<file path="config.mk">
export PLATFORM = sky130hd
export DESIGN_NAME = solitaire_keystream_cipher
export DESIGN_NICKNAME = d
export VERILOG_FILES = /design/src/sol_pkg.sv /design/src/sol_ram.sv /design/src/sol_dp.sv /design/src/sol_ctrl.sv /design/src/solitaire_keystream_cipher.sv
export VERILOG_INCLUDE_DIRS = /design/src /design/src/src
export SDC_FILE = /design/constraint.sdc
export NUM_CORES = 1
export LEC_CHECK = 0
export BUFFER_PORTS_ARGS = -buffer_cell sky130_fd_sc_hd__clkbuf_2
export CORE_UTILIZATION = 45
export DETAILED_ROUTE_END_ITERATION = 8
export GPL_ROUTABILITY_DRIVEN = 0
export PLACE_DENSITY = 0.57
export SLEW_MARGIN = 10
export SYNTH_ARGS = -nofsm -noshare
export SYNTH_HDL_FRONTEND = slang
export SYNTH_SLANG_ARGS = --single-unit
</file>
<file path="constraint.sdc">
create_clock -name clk -period 15.5 [get_ports clk]
set_input_delay 2.325 -clock clk [delete_from_list [all_inputs] [get_ports clk]]
set_output_delay 2.325 -clock clk [all_outputs]
set_load 0.03 [all_outputs]
</file>
<file path="src/assert_macros.svh">
// Assertion helpers, compiled out for synthesis.
`ifndef ASSERT_MACROS_SVH
`define ASSERT_MACROS_SVH
`ifndef SYNTHESIS
`define ASSERT_IMP(label, clk, rst_n, a, c) \
    label: assert property (@(posedge clk) disable iff (!rst_n) (a) |-> (c)) \
        else $error("assertion failed");
`define ASSERT_NEXT(label, clk, rst_n, a, c) \
    label: assert property (@(posedge clk) disable iff (!rst_n) (a) |=> (c)) \
        else $error("assertion failed");
`else
`define ASSERT_IMP(label, clk, rst_n, a, c)
`define ASSERT_NEXT(label, clk, rst_n, a, c)
`endif
`endif

</file>
<file path="src/sol_pkg.sv">
package sol_pkg;

    localparam int CMD_W      = 2;
    localparam int POS_W      = 6;
    localparam int CARD_W     = 6;
    localparam int LET_W      = 5;
    localparam int ALPHA      = 26;
    localparam int MAX_ROUNDS = 256;
    localparam int RND_W      = $clog2(MAX_ROUNDS);

    localparam logic [CMD_W-1:0] OP_LOAD = 2'd0;
    localparam logic [CMD_W-1:0] OP_ENC  = 2'd1;
    localparam logic [CMD_W-1:0] OP_DEC  = 2'd2;

    localparam logic [3:0] PH_IDLE   = 4'd0;
    localparam logic [3:0] PH_SCAN_A = 4'd1;
    localparam logic [3:0] PH_COPY_A = 4'd2;
    localparam logic [3:0] PH_SCAN_B = 4'd3;
    localparam logic [3:0] PH_COPY_B = 4'd4;
    localparam logic [3:0] PH_SCAN_T = 4'd5;
    localparam logic [3:0] PH_COPY_T = 4'd6;
    localparam logic [3:0] PH_RD_BOT = 4'd7;
    localparam logic [3:0] PH_COPY_C = 4'd8;
    localparam logic [3:0] PH_RD_TOP = 4'd9;
    localparam logic [3:0] PH_RD_OUT = 4'd10;
    localparam logic [3:0] PH_EMIT   = 4'd11;

    typedef struct packed {
        logic [CMD_W-1:0]  cmd;
        logic [POS_W-1:0]  position;
        logic [CARD_W-1:0] card;
        logic [LET_W-1:0]  letter;
    } item_t;

    typedef struct packed {
        logic [LET_W-1:0] out_letter;
        logic [LET_W-1:0] key_value;
    } result_t;

    typedef struct packed {
        logic [3:0] phase;
        logic       clr;
        logic       clr_scan;
        logic       flip;
        logic       start;
        logic       load;
        logic       emit;
        logic       zero;
        logic       key_zero;
    } dp_cmd_t;

    typedef struct packed {
        logic done;
        logic c_joker;
        logic out_free;
    } dp_sts_t;

endpackage

</file>
<file path="src/sol_ram.sv">
module sol_ram #(
    parameter int WIDTH = 6,
    parameter int DEPTH = 54
) (
    input  logic                     clk,
    input  logic                     we,
    input  logic [$clog2(DEPTH)-1:0] waddr,
    input  logic [WIDTH-1:0]         wdata,
    input  logic [$clog2(DEPTH)-1:0] raddr,
    output logic [WIDTH-1:0]         rdata
);

    logic [WIDTH-1:0] mem [DEPTH];
    logic [WIDTH-1:0] rdata_reg;

    always_ff @(posedge clk)
    begin
        if (we)
        begin
            mem[waddr] <= wdata;
        end
        rdata_reg <= mem[raddr];
    end

    assign rdata = rdata_reg;

endmodule

</file>
<file path="src/sol_dp.sv">
module sol_dp #(
    parameter int DECK_SIZE = 54
) (
    input  logic             clk,
    input  logic             rst_n,
    input  sol_pkg::dp_cmd_t dcmd,
    output sol_pkg::dp_sts_t dsts,
    input  sol_pkg::item_t   item,
    output logic             result_valid,
    input  logic             result_stall,
    output sol_pkg::result_t result
);

    localparam int AW = $clog2(DECK_SIZE);
    localparam int CW = $clog2(DECK_SIZE + 1);
    localparam int IW = CW + 1;
    localparam logic [IW-1:0] N_I    = IW'(DECK_SIZE);
    localparam logic [IW-1:0] LAST_I = IW'(DECK_SIZE - 1);
    localparam logic [IW-1:0] ONE_I  = IW'(1);
    localparam logic [IW-1:0] TWO_I  = IW'(2);

    logic [CW-1:0]               cnt_reg;
    logic                        pv_reg;
    logic [AW-1:0]               pidx_reg;
    logic                        bank_reg;
    logic [AW-1:0]               pa_reg, pb_reg, lo_reg, hi_reg;
    logic                        fa_reg, fb_reg, fj_reg;
    logic [sol_pkg::CARD_W-1:0]  v_reg, t_reg, c_reg;
    logic [sol_pkg::CMD_W-1:0]   op_reg;
    logic [sol_pkg::LET_W-1:0]   let_reg;
    logic                        out_vld_reg;
    sol_pkg::result_t            out_reg;

    function automatic logic is_jk(input logic [sol_pkg::CARD_W-1:0] d);
        is_jk = (IW'(d) == LAST_I) || (IW'(d) == N_I);
    endfunction

    logic                       is_scan, is_copy, is_rd, issue;
    logic [CW-1:0]              len;
    logic [sol_pkg::CARD_W-1:0] rdata, rd0, rd1;
    logic [IW-1:0]              j, rf, rt, src, n1, mid, ncut, vi;
    logic                       rel_id, cut_skip;
    logic [IW-1:0]              ts;
    logic [AW-1:0]              raddr;

    assign is_scan = (dcmd.phase == sol_pkg::PH_SCAN_A) || (dcmd.phase == sol_pkg::PH_SCAN_B)
                  || (dcmd.phase == sol_pkg::PH_SCAN_T);
    assign is_copy = (dcmd.phase == sol_pkg::PH_COPY_A) || (dcmd.phase == sol_pkg::PH_COPY_B)
                  || (dcmd.phase == sol_pkg::PH_COPY_T) || (dcmd.phase == sol_pkg::PH_COPY_C);
    assign is_rd   = (dcmd.phase == sol_pkg::PH_RD_BOT) || (dcmd.phase == sol_pkg::PH_RD_TOP)
                  || (dcmd.phase == sol_pkg::PH_RD_OUT);
    assign len     = (is_scan || is_copy) ? CW'(DECK_SIZE) : (is_rd ? CW'(1) : CW'(0));
    assign issue   = (cnt_reg != len);
    assign rdata   = bank_reg ? rd1 : rd0;
    assign j       = IW'(cnt_reg);

    // joker moves as a relocation
    always_comb
    begin
        rf     = IW'(pa_reg);
        rt     = IW'(pa_reg);
        rel_id = 1'b1;
        if (dcmd.phase == sol_pkg::PH_COPY_A)
        begin
            rf     = IW'(pa_reg);
            rt     = (rf == LAST_I) ? ONE_I : rf + ONE_I;
            rel_id = !fa_reg;
        end
        else
        begin
            rf     = IW'(pb_reg);
            rt     = (rf == LAST_I) ? TWO_I : ((rf == LAST_I - ONE_I) ? ONE_I : rf + TWO_I);
            rel_id = !fb_reg;
        end
    end

    assign n1       = LAST_I - IW'(hi_reg);
    assign mid      = IW'(hi_reg) - IW'(lo_reg) + ONE_I;
    assign vi       = IW'(v_reg);
    assign ncut     = LAST_I - vi;
    assign cut_skip = is_jk(v_reg) || (vi == '0) || (vi >= LAST_I);

    always_comb
    begin
        src = j;
        case (dcmd.phase)
            sol_pkg::PH_COPY_A, sol_pkg::PH_COPY_B:
            begin
                if (!rel_id && rf < rt)
                begin
                    if (j == rt)
                        src = rf;
                    else if (j >= rf && j < rt)
                        src = j + ONE_I;
                end
                else if (!rel_id && rf > rt)
                begin
                    if (j == rt)
                        src = rf;
                    else if (j > rt && j <= rf)
                        src = j - ONE_I;
                end
            end
            sol_pkg::PH_COPY_T:
            begin
                if (fj_reg)
                begin
                    if (j < n1)
                        src = IW'(hi_reg) + ONE_I + j;
                    else if (j < n1 + mid)
                        src = IW'(lo_reg) + j - n1;
                    else
                        src = j - n1 - mid;
                end
            end
            sol_pkg::PH_COPY_C:
            begin
                if (!cut_skip)
                begin
                    if (j < ncut)
                        src = vi + j;
                    else if (j < LAST_I)
                        src = j - ncut;
                end
            end
            default: src = j;
        endcase
    end

    assign ts = (is_jk(t_reg) || IW'(t_reg) >= N_I) ? LAST_I : IW'(t_reg);

    always_comb
    begin
        case (dcmd.phase)
            sol_pkg::PH_RD_BOT: raddr = AW'(DECK_SIZE - 1);
            sol_pkg::PH_RD_TOP: raddr = '0;
            sol_pkg::PH_RD_OUT: raddr = ts[AW-1:0];
            default:            raddr = is_copy ? src[AW-1:0] : cnt_reg[AW-1:0];
        endcase
    end

    logic                       cp_we, ld_we;
    logic                       we0, we1;
    logic [AW-1:0]              waddr;
    logic [sol_pkg::CARD_W-1:0] wdata;

    assign cp_we = pv_reg && is_copy;
    assign ld_we = dcmd.load && (IW'(item.position) < N_I);
    assign waddr = cp_we ? pidx_reg : item.position[AW-1:0];
    assign wdata = cp_we ? rdata : item.card;
    assign we0   = (cp_we && bank_reg) || (ld_we && !bank_reg);
    assign we1   = (cp_we && !bank_reg) || (ld_we && bank_reg);

    sol_ram #(.WIDTH(sol_pkg::CARD_W), .DEPTH(DECK_SIZE)) u_ram0 (
        .clk   (clk),
        .we    (we0),
        .waddr (waddr),
        .wdata (wdata),
        .raddr (raddr),
        .rdata (rd0)
    );

    sol_ram #(.WIDTH(sol_pkg::CARD_W), .DEPTH(DECK_SIZE)) u_ram1 (
        .clk   (clk),
        .we    (we1),
        .waddr (waddr),
        .wdata (wdata),
        .raddr (raddr),
        .rdata (rd1)
    );

    always_ff @(posedge clk or negedge rst_n)
    begin
        if (!rst_n)
        begin
            cnt_reg     <= '0;
            pv_reg      <= 1'b0;
            bank_reg    <= 1'b0;
            fa_reg      <= 1'b0;
            fb_reg      <= 1'b0;
            fj_reg      <= 1'b0;
            out_vld_reg <= 1'b0;
        end
        else
        begin
            if (dcmd.clr)
            begin
                cnt_reg <= '0;
                pv_reg  <= 1'b0;
            end
            else
            begin
                pv_reg <= issue;
                if (issue)
                    cnt_reg <= cnt_reg + CW'(1);
            end
            if (dcmd.flip)
                bank_reg <= !bank_reg;
            if (dcmd.clr_scan)
            begin
                fa_reg <= 1'b0;
                fb_reg <= 1'b0;
                fj_reg <= 1'b0;
            end
            else if (pv_reg)
            begin
                if (dcmd.phase == sol_pkg::PH_SCAN_A && IW'(rdata) == LAST_I)
                    fa_reg <= 1'b1;
                if (dcmd.phase == sol_pkg::PH_SCAN_B && IW'(rdata) == N_I)
                    fb_reg <= 1'b1;
                if (dcmd.phase == sol_pkg::PH_SCAN_T && is_jk(rdata))
                    fj_reg <= 1'b1;
            end
            if (dcmd.emit)
                out_vld_reg <= 1'b1;
            else if (!result_stall)
                out_vld_reg <= 1'b0;
        end
    end

    logic [sol_pkg::LET_W-1:0] key, lr;
    logic [sol_pkg::LET_W:0]   s;

    assign key = dcmd.key_zero ? '0
               : (c_reg >= 6'd52 ? 5'(c_reg - 6'd52)
               : (c_reg >= 6'd26 ? 5'(c_reg - 6'd26) : 5'(c_reg)));
    assign lr  = (let_reg >= 5'd26) ? let_reg - 5'd26 : let_reg;
    assign s   = (op_reg == sol_pkg::OP_ENC) ? {1'b0, lr} + {1'b0, key}
                                             : {1'b0, lr} + 6'd26 - {1'b0, key};

    always_ff @(posedge clk)
    begin
        if (issue && !dcmd.clr)
            pidx_reg <= (is_copy ? cnt_reg[AW-1:0] : raddr);
        if (pv_reg && !dcmd.clr_scan)
        begin
            unique case (dcmd.phase)
                sol_pkg::PH_SCAN_A: if (IW'(rdata) == LAST_I && !fa_reg) pa_reg <= pidx_reg;
                sol_pkg::PH_SCAN_B: if (IW'(rdata) == N_I && !fb_reg) pb_reg <= pidx_reg;
                sol_pkg::PH_SCAN_T:
                begin
                    if (is_jk(rdata))
                    begin
                        if (!fj_reg)
                            lo_reg <= pidx_reg;
                        hi_reg <= pidx_reg;
                    end
                end
                sol_pkg::PH_RD_BOT: v_reg <= rdata;
                sol_pkg::PH_RD_TOP: t_reg <= rdata;
                sol_pkg::PH_RD_OUT: c_reg <= rdata;
                default: ;
            endcase
        end
        if (dcmd.start)
        begin
            op_reg  <= item.cmd;
            let_reg <= item.letter;
        end
        if (dcmd.emit)
        begin
            if (dcmd.zero)
                out_reg <= '0;
            else
            begin
                out_reg.out_letter <= (s >= 6'd26) ? 5'(s - 6'd26) : s[sol_pkg::LET_W-1:0];
                out_reg.key_value  <= key;
            end
        end
    end

    assign dsts.done     = (cnt_reg == len) && !pv_reg;
    assign dsts.c_joker  = is_jk(c_reg);
    assign dsts.out_free = !out_vld_reg || !result_stall;
    assign result_valid  = out_vld_reg;
    assign result        = out_reg;

endmodule

</file>
<file path="src/sol_ctrl.sv">
module sol_ctrl (
    input  logic                       clk,
    input  logic                       rst_n,
    input  logic                       item_valid,
    input  logic [sol_pkg::CMD_W-1:0]  item_cmd,
    output logic                       item_stall,
    input  sol_pkg::dp_sts_t           dsts,
    output sol_pkg::dp_cmd_t           dcmd
);

    logic [3:0]                state_reg, state_next;
    logic [sol_pkg::RND_W-1:0] round_reg, round_next;
    logic                      kz_reg, kz_next;
    logic                      accept, is_key;

    assign item_stall = !((state_reg == sol_pkg::PH_IDLE) && dsts.out_free);
    assign accept     = item_valid && !item_stall;
    assign is_key     = (item_cmd == sol_pkg::OP_ENC) || (item_cmd == sol_pkg::OP_DEC);

    always_comb
    begin
        state_next = state_reg;
        round_next = round_reg;
        kz_next    = kz_reg;
        unique case (state_reg)
            sol_pkg::PH_IDLE:
            begin
                if (accept && is_key)
                begin
                    state_next = sol_pkg::PH_SCAN_A;
                    round_next = '0;
                end
            end
            sol_pkg::PH_SCAN_A: if (dsts.done) state_next = sol_pkg::PH_COPY_A;
            sol_pkg::PH_COPY_A: if (dsts.done) state_next = sol_pkg::PH_SCAN_B;
            sol_pkg::PH_SCAN_B: if (dsts.done) state_next = sol_pkg::PH_COPY_B;
            sol_pkg::PH_COPY_B: if (dsts.done) state_next = sol_pkg::PH_SCAN_T;
            sol_pkg::PH_SCAN_T: if (dsts.done) state_next = sol_pkg::PH_COPY_T;
            sol_pkg::PH_COPY_T: if (dsts.done) state_next = sol_pkg::PH_RD_BOT;
            sol_pkg::PH_RD_BOT: if (dsts.done) state_next = sol_pkg::PH_COPY_C;
            sol_pkg::PH_COPY_C: if (dsts.done) state_next = sol_pkg::PH_RD_TOP;
            sol_pkg::PH_RD_TOP: if (dsts.done) state_next = sol_pkg::PH_RD_OUT;
            sol_pkg::PH_RD_OUT:
            begin
                if (dsts.done)
                begin
                    if (!dsts.c_joker)
                    begin
                        state_next = sol_pkg::PH_EMIT;
                        kz_next    = 1'b0;
                    end
                    else if (round_reg == sol_pkg::RND_W'(sol_pkg::MAX_ROUNDS - 1))
                    begin
                        state_next = sol_pkg::PH_EMIT;
                        kz_next    = 1'b1;
                    end
                    else
                    begin
                        state_next = sol_pkg::PH_SCAN_A;
                        round_next = round_reg + 1'b1;
                    end
                end
            end
            sol_pkg::PH_EMIT: if (dsts.out_free) state_next = sol_pkg::PH_IDLE;
            default: state_next = sol_pkg::PH_IDLE;
        endcase
    end

    always_ff @(posedge clk or negedge rst_n)
    begin
        if (!rst_n)
        begin
            state_reg <= sol_pkg::PH_IDLE;
            round_reg <= '0;
            kz_reg    <= 1'b0;
        end
        else
        begin
            state_reg <= state_next;
            round_reg <= round_next;
            kz_reg    <= kz_next;
        end
    end

    always_comb
    begin
        dcmd.phase    = state_reg;
        dcmd.clr      = (state_next != state_reg);
        dcmd.clr_scan = dcmd.clr && ((state_next == sol_pkg::PH_SCAN_A)
                     || (state_next == sol_pkg::PH_SCAN_B) || (state_next == sol_pkg::PH_SCAN_T));
        dcmd.flip     = dsts.done && ((state_reg == sol_pkg::PH_COPY_A)
                     || (state_reg == sol_pkg::PH_COPY_B) || (state_reg == sol_pkg::PH_COPY_T)
                     || (state_reg == sol_pkg::PH_COPY_C));
        dcmd.start    = accept && is_key;
        dcmd.load     = accept && (item_cmd == sol_pkg::OP_LOAD);
        dcmd.emit     = (accept && !is_key)
                     || ((state_reg == sol_pkg::PH_EMIT) && dsts.out_free);
        dcmd.zero     = (state_reg == sol_pkg::PH_IDLE);
        dcmd.key_zero = kz_reg;
    end

endmodule

</file>
<file path="src/solitaire_keystream_cipher.sv">
// Solitaire keystream cipher over a deck of DECK_SIZE cards held in two RAM copies that
// are used in turn. A load beat writes one card and returns a zero result.
// An encrypt or decrypt beat runs keystream rounds; each round is three scans and four
// copy passes over the deck plus three single reads, all through the one read port
// of the deck RAM; the round repeats for every joker output card, up to 256 rounds,
// and the emit state then returns the result once the output is free.
// One beat is worked on at a time.
`include "assert_macros.svh"

module solitaire_keystream_cipher #(
    parameter int DECK_SIZE = 54
) (
    input  logic             clk,
    input  logic             rst_n,
    input  logic             item_valid,
    output logic             item_stall,
    input  sol_pkg::item_t   item,
    output logic             result_valid,
    input  logic             result_stall,
    output sol_pkg::result_t result
);

    sol_pkg::dp_cmd_t dcmd;
    sol_pkg::dp_sts_t dsts;
    logic             key_acc;

    assign key_acc = item_valid && !item_stall
                  && (item.cmd == sol_pkg::OP_ENC || item.cmd == sol_pkg::OP_DEC);

    sol_ctrl u_ctrl (
        .clk        (clk),
        .rst_n      (rst_n),
        .item_valid (item_valid),
        .item_cmd   (item.cmd),
        .item_stall (item_stall),
        .dsts       (dsts),
        .dcmd       (dcmd)
    );

    sol_dp #(.DECK_SIZE(DECK_SIZE)) u_dp (
        .clk          (clk),
        .rst_n        (rst_n),
        .dcmd         (dcmd),
        .dsts         (dsts),
        .item         (item),
        .result_valid (result_valid),
        .result_stall (result_stall),
        .result       (result)
    );

    `ASSERT_NEXT(a_busy, clk, rst_n, key_acc, item_stall)
    `ASSERT_IMP(a_flip, clk, rst_n, dcmd.flip, dsts.done)
    `ASSERT_IMP(a_emit, clk, rst_n, dcmd.emit, dsts.out_free)

endmodule
</file>
## Word level (Yosys, flattened, before mapping)

Memories as Yosys holds them, arrays and structs flattened. A register that Yosys moved wholly into a read port is not among the register bits.
Cells that the tools add are included.

| operators by class | value |
|---|---|
| add/sub/neg operators | 26 |
| $mul | 0 |
| divide/modulo/power cells | 0 |
| order comparisons | 17 |
| eq/ne operators | 39 |
| shift-type cells | 0 |
| muxes and demuxes | 74 |
| bitwise logic cells | 1 |
| reductions and logical operators | 81 |

Operators by type and width:

| kind | count |
|---|---|
| 6-bit 2-to-1 mux | 23 |
| 6-bit == test (second input constant) | 11 |
| 4-bit 2-to-1 mux | 14 |
| 4-bit case mux with 12 select lines | 1 |
| 6-bit case mux with 3 select lines | 2 |
| 6-bit by 7-bit less-than comparator with 1-bit output | 5 |
| 8-bit 2-to-1 mux | 4 |
| 7-bit 2-to-1 mux | 4 |
| 1-bit logical AND | 26 |
| 5-bit 2-to-1 mux | 5 |
| 6-bit subtractor | 4 |
| 1-bit logical OR | 22 |
| 4-bit by 3-bit == test with 1-bit output (second input constant) | 5 |
| 1-bit 2-to-1 mux | 20 |
| 5-bit subtractor (second input constant) | 4 |
| 6-bit by 1-bit adder with 6-bit output (second input constant) | 3 |
| 6-bit adder | 3 |
| 6-bit greater-or-equal comparator (second input constant) | 3 |
| 4-bit == test (second input constant) | 4 |
| 8-bit case mux with 2 select lines | 1 |
| 6-bit by 7-bit greater-than comparator with 1-bit output | 2 |
| 6-bit by 6-bit subtractor with 7-bit output (first input constant) | 2 |
| 4-bit by 2-bit == test with 1-bit output (second input constant) | 3 |
| 6-bit by 5-bit greater-or-equal comparator with 1-bit output (second input constant) | 2 |
| 35 further kinds | 65 |

| storage, ports and cells | value |
|---|---|
| bits in registers | 90 |
| bits in latches | 0 |
| RAM bits | 648 |
| bits in read-only memories | 0 |
| input port bits | 23 |
| memories kept | 2 |

Memory list:

| name | depth | width | rd ports | clocked after memory_dff | write ports | RTL line | RTL |
|---|---|---|---|---|---|---|---|
| u_dp.u_ram0.mem | 54 | 6 | 1 | 1 | 1 | sol_ram.sv:13 | `logic [WIDTH-1:0] mem [DEPTH];` |
| u_dp.u_ram1.mem | 54 | 6 | 1 | 1 | 1 | sol_ram.sv:13 |  |

## Logic depth before layout (Yosys ltp)

| logic depth | value |
|---|---|
| depth in word-level cells | 17 |
| mapped depth | 28 |
| gate-level depth less buffers | 25 |

## Modules after synthesis

From an unflattened synthesis, not the netlist that was laid out.

| unflattened totals | value |
|---|---|
| cell total of the unflattened synthesis | 2360 |
| area total of the unflattened synthesis | 35266.3 um^2 |

By module, submodules not included:

| module | instances | cells each | area each (um^2) | seq. area each (um^2) |
|---|---|---|---|---|
| sol_ram at u_dp.u_ram0 | 1 | 696 | 13171.4 | 9849.4 |
| sol_ram at u_dp.u_ram1 | 1 | 687 | 13161.4 | 9849.4 |
| sol_dp | 1 | 874 | 7966.4 | 2252.2 |
| sol_ctrl | 1 | 103 | 967.2 | 325.3 |

## Worst setup path before layout

No wires, ideal clock.

| timing | value |
|---|---|
| path kind | reg-to-reg |
| start | reg u_ctrl.state_reg[2] |
| end | mem u_dp.u_ram0.mem[0][0], data pin |
| data arrival time | 5.805 ns |
| setup slack | 8.652 ns |
| cell stages (with the launch flop) | 9 |
| period minus slack after synthesis | 6.848 ns |
| cell sequence | dfrtp_1 > buf_2 > buf_1 > or3_1 > and3_1 > nand2_1 > clkbuf_1 > clkbuf_1 > o21ai_0 |

| between the ends | value |
|---|---|
| cells in the longest elaborated chain, start to end | 6 |
| elaborated cells between the ends (all ways) | 9 |

Ends and longest elaborated chain:

| element | RTL line | RTL |
|---|---|---|
| start: declaration | sol_ctrl.sv:11 | `logic [3:0] state_reg, state_next;` |
| start signal: assignment | sol_ctrl.sv:73 | `state_reg <= sol_pkg::PH_IDLE;` |
| start signal: assignment | sol_ctrl.sv:79 | `state_reg <= state_next;` |
| 4-bit by 2-bit == test with 1-bit output / 4-bit by 3-bit == test with 1-bit output (equally long branches) | sol_dp.sv:48 | `assign is_copy = (dcmd.phase == sol_pkg::PH_COPY_A) \|\| (dcmd.phase == sol_pkg::PH_COPY_B)` |
| 1-bit logical OR | sol_dp.sv:48 |  |
| 1-bit logical OR | sol_dp.sv:49 | `\|\| (dcmd.phase == sol_pkg::PH_COPY_T) \|\| (dcmd.phase == sol_pkg::PH_COPY_C);` |
| 1-bit logical OR (*) | sol_dp.sv:49 |  |
| 1-bit logical AND (*) | sol_dp.sv:147 | `assign cp_we = pv_reg && is_copy;` |
| 6-bit 2-to-1 mux (*) | sol_dp.sv:150 | `assign wdata = cp_we ? rdata : item.card;` |
| net u_dp.u_ram0.wdata[0] | sol_ram.sv:8 | `input logic [WIDTH-1:0] wdata,` |
| end: declaration | sol_ram.sv:13 |  |

Mark *: on every way through the listed nets, which the timed path passes. The rest lies on a longest branch.

## Worst setup path in the final report

| timing | value |
|---|---|
| start | reg u_dp.hi_reg[1] |
| end | reg u_dp.u_ram1.rdata_reg[5] (netlist: u_dp.u_ram1.rdata[5]), read port of u_dp.u_ram1.mem |

| between the ends | value |
|---|---|
| cells in the longest elaborated chain, start to end | 10 |
| elaborated cells between the ends (all ways) | 17 |

Ends and longest elaborated chain:

| element | RTL line | RTL |
|---|---|---|
| start: declaration | sol_dp.sv:26 | `logic [AW-1:0] pa_reg, pb_reg, lo_reg, hi_reg;` |
| start signal: assignment | sol_dp.sv:246 | `hi_reg <= pidx_reg;` |
| 6-bit by 6-bit subtractor with 7-bit output | sol_dp.sv:78 | `assign mid = IW'(hi_reg) - IW'(lo_reg) + ONE_I;` |
| 7-bit by 1-bit adder with 7-bit output | sol_dp.sv:78 |  |
| 7-bit adder | sol_dp.sv:110 | `else if (j < n1 + mid)` |
| 6-bit by 7-bit less-than comparator with 1-bit output | sol_dp.sv:110 |  |
| 6-bit 2-to-1 mux | sol_dp.sv:110 |  |
| 6-bit 2-to-1 mux (*) | sol_dp.sv:108 | `if (j < n1)` |
| 6-bit 2-to-1 mux (*) | sol_dp.sv:106 | `if (fj_reg)` |
| 6-bit case mux with 3 select lines (*) | sol_dp.sv:86 | `case (dcmd.phase)` |
| 6-bit 2-to-1 mux (*) | sol_dp.sv:138 | `default: raddr = is_copy ? src[AW-1:0] : cnt_reg[AW-1:0];` |
| 6-bit case mux with 3 select lines (*) | sol_dp.sv:134 | `case (dcmd.phase)` |
| end: declaration | sol_ram.sv:14 | `logic [WIDTH-1:0] rdata_reg;` |

Every way passes the cells marked *; elsewhere a longest branch is shown, timed or not.
A chain may end at the register's enable or synchronous reset.

==> results.toml <==
[logic_synthesis]
yosysWarnings = 0
seq_area_frac_synth = 0.6304
synthArstFlopShare = 0.03333
synth_flop_cell = "edfxtp_1"
synth_cells = 2559
synth.largest_area_cell = "edfxtp_1"
syn-cell-area_mm2 = 0.03534
synth_seq_cells = 750
synth_edf_count = 713
syn_nets = 2705
synth_top_area_frac = 0.6059
synth.top_cells.by_area = "edfxtp_1 61%, mux2i_1 7.6%, ha_1 3.8%, mux2_2 3.2%, nor2_1 2.7%"
avgSynthCellArea_um2 = 13.81
synth.distinct_cells = 86

[clock_network]
path_clk_slew_ps = 60
clock-sinks = 750
ctsResizeCount = 0
root_buffer = "clkbuf_16"
cts_setup_buffers = 0
clkLatencyLatePin_ps = 640
htree_levels = 3
cts_tree = "built"
cts_max_path_buffers = 3
cts_buffers = 81
cts_hold_buf = 0

[placement]
place_area_mm2 = 0.03653
place_ws_ps = 7020
port_buffers = 34
dpl.cell_count = 3553
post-dp-hpwl_um = 60680

[detailed_routing]
drtPass1Iterations = 6
ant_nets = 0
post_drt_wl_per_cell_um = 24.89
first_iter_violations = 1963
num_vias = 21750
drc_errors = 0
drt_wl_total_um = 92100
vias_per_cell = 5.879

[worst_hold_path]
hold_class = "register to register"
hold_depth = 2
hold_end = "u_dp.fb_reg"
min_from = "u_dp.fb_reg"

[timing]
tightestPinTransition_ps = 1246
hold_viol_final = 0
hold_slack_ps = 553.2
min_period_ps = 8565
relSlewSlack = 0.1677
setup_ws_ps = 6935
fin_crit_sh = 0.5526
fin_skew_ps = 31.10
rsz0062_at_grt = "no"
slew_violations = 0
fmaxAchievable_mhz = 116.8
tns_ps = 0
finalSetupViolCount = 0

[global_route]
grt_pass1_vias = 21670
grt_use_total = 0.2333
antenna_found_initial = 1
grt_overflow = 0
grt_max_degree = 111
grt_pass1_wl_um = 138000

[worst_setup_path]
criticalPathCategory = "register to register"
cp_num_buf_inv = 7
slowest_delay_ps = 940
crit_fanout = 65
crit_arrival_ps = 9030
reg2reg_depth = 28
crit_path_start_kind = "register"
r2r_setup_slack_ps = 6940
rr_startpoint = "u_dp.hi_reg[1]"
slowest_stage = "buf_4"
r2r_end = "u_dp.u_ram1.rdata[5]"
crit_family = "buffers and inverters"
crit_required_ps = 15960
endpoint_kind = "register"

[die]
dieArea_mm2 = 0.07965
start_util = 0.4554
die_y_um = 282.2
core.rowCount = 102
die_x_um = 282.2
core_mm2 = 0.07759
ioPinCount = 35

[pwr]
p_total_mw = 7.342
ir_drop_v = 0.0002172
cellPowerDensity_mw_per_mm2 = 187.3
p_leak_nw = 14.41

[cells_and_area]
drive_gt1_frac = 0.1229
final_common_cell = "edfxtp_1"
antenna_cells = 0
num-fill-cells = 6697
fin_util = 0.5052
stdcell_count = 3700
area_growth_syn_to_layout_pct = 10.94
final_cell_mix = "713 x edfxtp_1, 270 x mux2i_1, 251 x nor2_1, 109 x nand2_1, 107 x ha_1"
fin_area_mm2 = 0.03920
fin_nets = 2742

[run_status]
status = "finished, final reports clean"

[flow_run]
drv_cap = 0
## Yosys cell counts (39+ instances only)
cell / count
xnor2_1: 41
a21oi_1: 93
mux2_2: 100
nor2_1: 251
o21ai_0: 70
o22ai_1: 53
inv_1: 81
edfxtp_1: 713
ha_1: 107
a211oi_1: 39
nand2_1: 109
clkbuf_1: 54
mux2i_1: 270
## power breakdown
part	switching [mW]	internal (mW)
combinational	1.86	1.01
clock	0.801	1.13
sequential	0.0801	2.47
total	2.74	4.61
## metal layers
layer	share of wire	track usage	up-vias
met5	0.00014	0	-
met4	0.030	0.07623	2
met3	0.061	0.03932	165
met2	0.47	0.3769	727
met1	0.44	0.3207	10950
li1	-	-	9910
## final cells by class
cell class	instances	area (um2)	share of cell area
flip-flops and latches	750	22280	0.5683
multi-input cells	1604	12150	0.3099
clock buffers	98	2141	0.05461
well taps	1040	1301	0.03319
clock inverters	49	525.5	0.01341
repair buffers	76	495.5	0.01264
inverters	83	311.5	0.007947
## worst max-delay path by stage
stage / slack, ps / endpoint / from / cells past startpoint
4_1_cts: 6990 / u_dp.u_ram1.rdata[5] / u_dp.hi_reg[1] / 28
5_1_grt: 6390 / u_dp.u_ram1.rdata[5] / u_dp.hi_reg[1] / 28
3_5_place_dp: 7020 / u_dp.u_ram1.rdata[5] / u_dp.hi_reg[1] / 28
3_3_place_gp: 7140 / u_dp.u_ram1.rdata[1] / u_dp.hi_reg[1] / 28
6_report: 6940 / u_dp.u_ram1.rdata[5] / u_dp.hi_reg[1] / 28
2_1_floorplan: 8650 / u_dp.u_ram0.mem[0][0] / u_ctrl.state_reg[2] / 8
## logic make-up (layout without fill, tap and decap cells)
logic type	count (synthesis)	in the layout	synth area share
multiplexers	370	370	0.1084
XOR/XNOR	70	70	0.01735
buffers and inverters	205	306	0.02858
adder cells (fa/ha/maj)	123	123	0.04695
AND/OR/NAND/NOR	540	540	0.06986
AO/OA/AOI/OAI	501	501	0.09848
flip-flops	750	750	0.6304
## worst register-to-register path, delay by kind of cell (launching register included)
family	cells	cell delay, ps
compound gates	12	2530
xor+xnor	1	100
flops	1	510
buf+inv	7	3000
fa+ha+maj	5	1670
simple gates	2	150
mux	1	460
No activity file was read; power rests on OpenSTA's default activity.
